**src/sv/hab_pkg.sv**
```systemverilog
// Shared types and constants for the Higdon absorbing boundary block.
package hab_pkg;

    localparam int LINE_W    = 12;
    localparam int LINE_MAX  = 1 << LINE_W;
    localparam int VEL_W     = 14;
    localparam int RATIO_W   = 24;
    localparam int DATA_W    = 32;
    localparam int PROD_W    = VEL_W + RATIO_W;
    localparam int DIV_W     = 40;
    localparam int Q_BITS    = 31;
    localparam int NUM_W     = 57;
    localparam int COEF_FRAC = 30;
    localparam int QUEUE_AW  = 2;
    localparam int QUEUE_D   = 1 << QUEUE_AW;

    localparam logic [NUM_W-1:0] NUM_FIVE = NUM_W'(5) << 54;
    localparam logic [32:0] TWO_THIRDS_Q30 = 33'd715827883;

    localparam logic [0:0] REG_RATIO_X = 1'b0;
    localparam logic [0:0] REG_RATIO_Z = 1'b1;

    typedef struct packed {
        logic [LINE_W-1:0]        line;
        logic                     start;
        logic signed [DATA_W-1:0] p_here;
        logic signed [DATA_W-1:0] p_inner;
        logic                     corner;
        logic signed [DATA_W-1:0] partner;
    } meta_t;

    typedef struct packed {
        meta_t              meta;
        logic signed [31:0] coef_a;
        logic signed [32:0] coef_b;
    } item_t;

endpackage

```
**src/sv/hab_queue.sv**
```systemverilog
// Short transaction queue between the front and back ends.
module hab_queue (
    input  logic           clk,
    input  logic           rst_n,
    input  logic           push,
    input  hab_pkg::item_t push_item,
    output logic           full,
    input  logic           pop,
    output logic           head_valid,
    output hab_pkg::item_t head_item
);

    hab_pkg::item_t                 mem [hab_pkg::QUEUE_D];
    logic [hab_pkg::QUEUE_AW-1:0]   wr_ptr_reg;
    logic [hab_pkg::QUEUE_AW-1:0]   rd_ptr_reg;
    logic [hab_pkg::QUEUE_AW:0]     count_reg;
    logic [hab_pkg::QUEUE_AW:0]     count_next;

    assign full       = count_reg == (hab_pkg::QUEUE_AW+1)'(hab_pkg::QUEUE_D);
    assign head_valid = count_reg != '0;
    assign head_item  = mem[rd_ptr_reg];

    always_comb
    begin
        count_next = count_reg;
        if (push && !pop)
            count_next = count_reg + 1'b1;
        else if (pop && !push)
            count_next = count_reg - 1'b1;
    end

    always_ff @(posedge clk or negedge rst_n)
    begin
        if (!rst_n)
        begin
            wr_ptr_reg <= '0;
            rd_ptr_reg <= '0;
            count_reg  <= '0;
        end
        else
        begin
            if (push)
                wr_ptr_reg <= wr_ptr_reg + 1'b1;
            if (pop)
                rd_ptr_reg <= rd_ptr_reg + 1'b1;
            count_reg <= count_next;
        end
    end

    always_ff @(posedge clk)
    begin
        if (push)
            mem[wr_ptr_reg] <= push_item;
    end

endmodule

```
**config.mk**
```make
export PLATFORM = sky130hd
export DESIGN_NAME = hab_queue
export DESIGN_NICKNAME = d
export VERILOG_FILES = /design/src/sv/hab_pkg.sv /design/src/sv/hab_queue.sv
export SDC_FILE = /design/constraint.sdc
export NUM_CORES = 1
export LEC_CHECK = 0
export ABC_CLOCK_PERIOD_IN_PS = 6100
export BUFFER_PORTS_ARGS = -buffer_cell sky130_fd_sc_hd__buf_2
export CAP_MARGIN = 40
export CORE_ASPECT_RATIO = 1.75
export CORE_MARGIN = 3
export CORE_UTILIZATION = 35
export CTS_BUF_LIST = sky130_fd_sc_hd__clkbuf_4 sky130_fd_sc_hd__clkbuf_8
export CTS_CLUSTER_DIAMETER = 60
export DETAILED_ROUTE_END_ITERATION = 6
export PLACE_DENSITY_LB_ADDON = 0.1
export SKIP_LAST_GASP = 1
export SYNTH_ARGS = -nofsm -noshare
export SYNTH_HDL_FRONTEND = slang
export SYNTH_SLANG_ARGS = --single-unit
```
**constraint.sdc**
```tcl
create_clock -name clk -period 6.1 [get_ports clk]
set_input_delay 0.61 -clock clk [delete_from_list [all_inputs] [get_ports clk]]
set_output_delay 0.61 -clock clk [all_outputs]
set_load 0.01 [all_outputs]
```
==> summary.md <==
| Metric | Value |
|---|---|
| PnR worst setup slack | `2660 ps` |
| IO Count | `356` |
| Placed Cells | `2202` |
| CP startpoint kind | `register` |
| Status | `completed` |
| Starting Density | `0.355` |
| GR Util met2 | `0.262` |
| Worst Hold Class | `in2reg` |
| Distinct cells, synth | `18` |
| Hpwl dp | `33500 µm` |
| Initial antenna violation count | `4` |
| Top-area cell type share of the netlist area | `0.820` |
| Cell area after synthesis | `25600 µm²` |
| EDFF count, synth | `700` |
| FF+latch count, synth | `707` |
| Non-Filler Instances | `2563` |
| Final antenna-violating net count | `0` |
| CTS tree | `done` |
| P_leak | `11.0 nW` |
| Clock slew at reported path FFs | `60 ps` |
| M3 GR Usage | `0.0480` |
| Count leader, synth | `edfxtp_1` |
| Fin crit period | `3440 ps` |
| Initial DRC Count | `652` |
| Slew HR | `0.373` |
| Commonest cells in the netlist | `edfxtp_1 (700), mux4_2 (175), buf_2 (20)` |
| RSZ-0062 raised after global routing | `false` |
| Yosys Warn Count | `0` |
| Total grt overflow | `0` |
| Synth Instances | `949` |
| CTS buffer count | `107` |
| CTS Buffer Depth | `3` |
| Max reg flops | `700` |
| Skew final | `21.1 ps` |
| Worst-skew pair later-pin latency | `730 ps` |
| Final Cycle Share | `0.564` |
| Pre-antenna DRT Iters | `4` |
| Global-route wire length before repair | `86700 µm` |
| Final slew viol count | `0` |
| Port bufs | `355` |
| Total negative setup slack | `0 ps` |
| Hold Vio Cnt, Final | `0` |
| Vias in the first global route | `14000` |
| Drt wl/cell | `22.5 µm` |
| Post-synth top flop | `edfxtp_1` |
| Via count | `12300` |
| GRT busiest layer | `met2` |
| Die W | `211 µm` |
| Final WL | `57600 µm` |
| Largest cells by area after synthesis | `edfxtp_1 (82%), mux4_2 (15%), buf_6 (0.70%), dfrtp_1 (0.68%), buf_2 (0.39%)` |
| Layout area overhead | `25.8%` |
| Fin util | `0.447` |
| Largest area contributor in the netlist | `edfxtp_1` |
| Final number of setup-violating endpoints | `0` |
| Crit. End Element | `primary output` |
| Worst EP required | `5490 ps` |
| Worst-path maximum fanout | `70` |
| Chip height | `364 µm` |
| PwrDens | `457 nW/µm²` |
| Asr flop ratio synth | `0.00990` |
| Tightest Pin Transition | `940 ps` |
| Max VDD drop | `0.256 mV` |
| Die Footprint | `76700 µm²` |
| H-tree levels | `3` |
| Arr. time, crit path | `2830 ps` |
| Fill count | `6296` |
| Core area | `72200 µm²` |
| Crit path kind | `reg2out` |
| Post-synthesis sequential area ratio | `0.826` |
| GPL Wtd Cong | `0.684` |
| Max Freq | `290 MHz` |
| Layout cell share with drive strength beyond 1 | `0.435` |
| Average cell area after synthesis | `27.0 µm²` |
| Net count, final | `1738` |
| Met1 GRT Util | `0.179` |
| Global Route Usage Sum | `0.152` |
| MaxCap Viol Count | `0` |
| Row count | `130` |
| Largest net degree at the start of global routing | `119` |
| Clock sinks | `707` |
| Place WS | `3310 ps` |
| Via-to-Cell Ratio | `4.79` |
| Residual DRC | `0` |
| CTS root buf | `clkbuf_8` |
| Syn_nets | `1134` |
| Power consumption | `0.0147 W` |
-- final cells by class --
type                            instances  area [µm²]  share of cell area
Sequential cell                       707       21200               0.657
Antenna cell                            4        10.0            0.000310
Clock buffer                          134        1680              0.0521
Clock inverter                         57         377              0.0117
Tap cell                              924        1160              0.0358
Multi-Input combinational cell        198        4150               0.129
Timing Repair Buffer                  535        3660               0.114
Inverter                                4        15.0            0.000465
-- layer usage --
| metal | part of all wire | vias up |
|---|---|---|
| met5 | 0.00023 | - |
| met4 | 0.023 | 2 |
| met3 | 0.074 | 88 |
| met2 | 0.51 | 382 |
| met1 | 0.39 | 6453 |
| li1 | - | 5349 |
-- critical path, cell delays in order (launching register included) --
cell and delay (ps):
dfrtp_4 660, buf_12 480, mux4_2 610, buf_2 170
-- layout by cell type (no fill, tap or decap) --
cell,Yosys,final
or3_1,1,1
clkinvlp_4,0,1
clkinv_1,0,31
xor2_1,4,4
and2_4,0,4
dfrtp_1,7,5
buf_16,0,1
inv_8,0,2
fa_1,1,1
buf_12,0,8
buf_4,0,5
inv_6,0,2
clkinv_4,0,2
nor3b_1,1,1
diode_2,0,4
mux4_2,175,175
clkbuf_8,0,108
bufinv_16,0,4
nor2_1,1,1
clkbuf_4,0,26
xnor2_1,2,2
clkinv_2,0,15
dlygate4sd3_1,0,166
o21ai_0,1,1
nand2_1,2,2
dfrtp_4,0,2
ha_1,5,5
edfxtp_1,700,700
mux2_2,1,1
inv_1,4,4
buf_2,20,355
-- kinds of logic after synthesis --
kind of cell | after synthesis | synth area share
flip-flops | 707 | 0.826
multiplexers | 176 | 0.154
buffers and inverters | 44 | 0.0121
AND/OR/NAND/NOR | 9 | 0.00195
XOR/XNOR | 6 | 0.00205
adder cells (fa/ha/maj) | 6 | 0.00322
AO/OA/AOI/OAI | 1 | 0.000195
-- per-stage QoR --
step | hold slack (ps) | cell area, µm²
after floorplan | 314 | 25600
after CTS | 1.23 | 32200
after global placement | 468 | 28500
after detailed placement | 468 | 28500
final | 115 | 32300
after global routing | 43.9 | 32300
-- repair_timing --
action,in CTS,in global routing
gates resized for setup,0,0
hold buffers,166,0
endpoints found under the hold margin,651,0
setup buffers,0,0
-- where the power goes --
group          total [W]  internal (W)  switching (W)
clock            0.00375       0.00198        0.00177
sequential       0.00659       0.00636       0.000234
combinational    0.00440       0.00194        0.00246
-- worst paths after layout --
| kind | start | end | slack (ps) | depth (start not counted) |
|---|---|---|---|---|
| worst max-delay path | rd_ptr_reg[0] | head_item[118] | 2660 | 3 |
| worst min-delay path | push_item[93] | mem[2][93] | 120 | 1 |
| worst max register to register | wr_ptr_reg[1] | mem[1][107] | 3630 | 4 |
| worst min register to register | count_reg[2] | count_reg[2] | 500 | 1 |
| max in group asynchronous | rst_n | rd_ptr_reg[0] | 5620 | 2 |
| min in group asynchronous | rst_n | rd_ptr_reg[1] | 280 | 2 |
No activity file was read; power rests on OpenSTA's default activity.
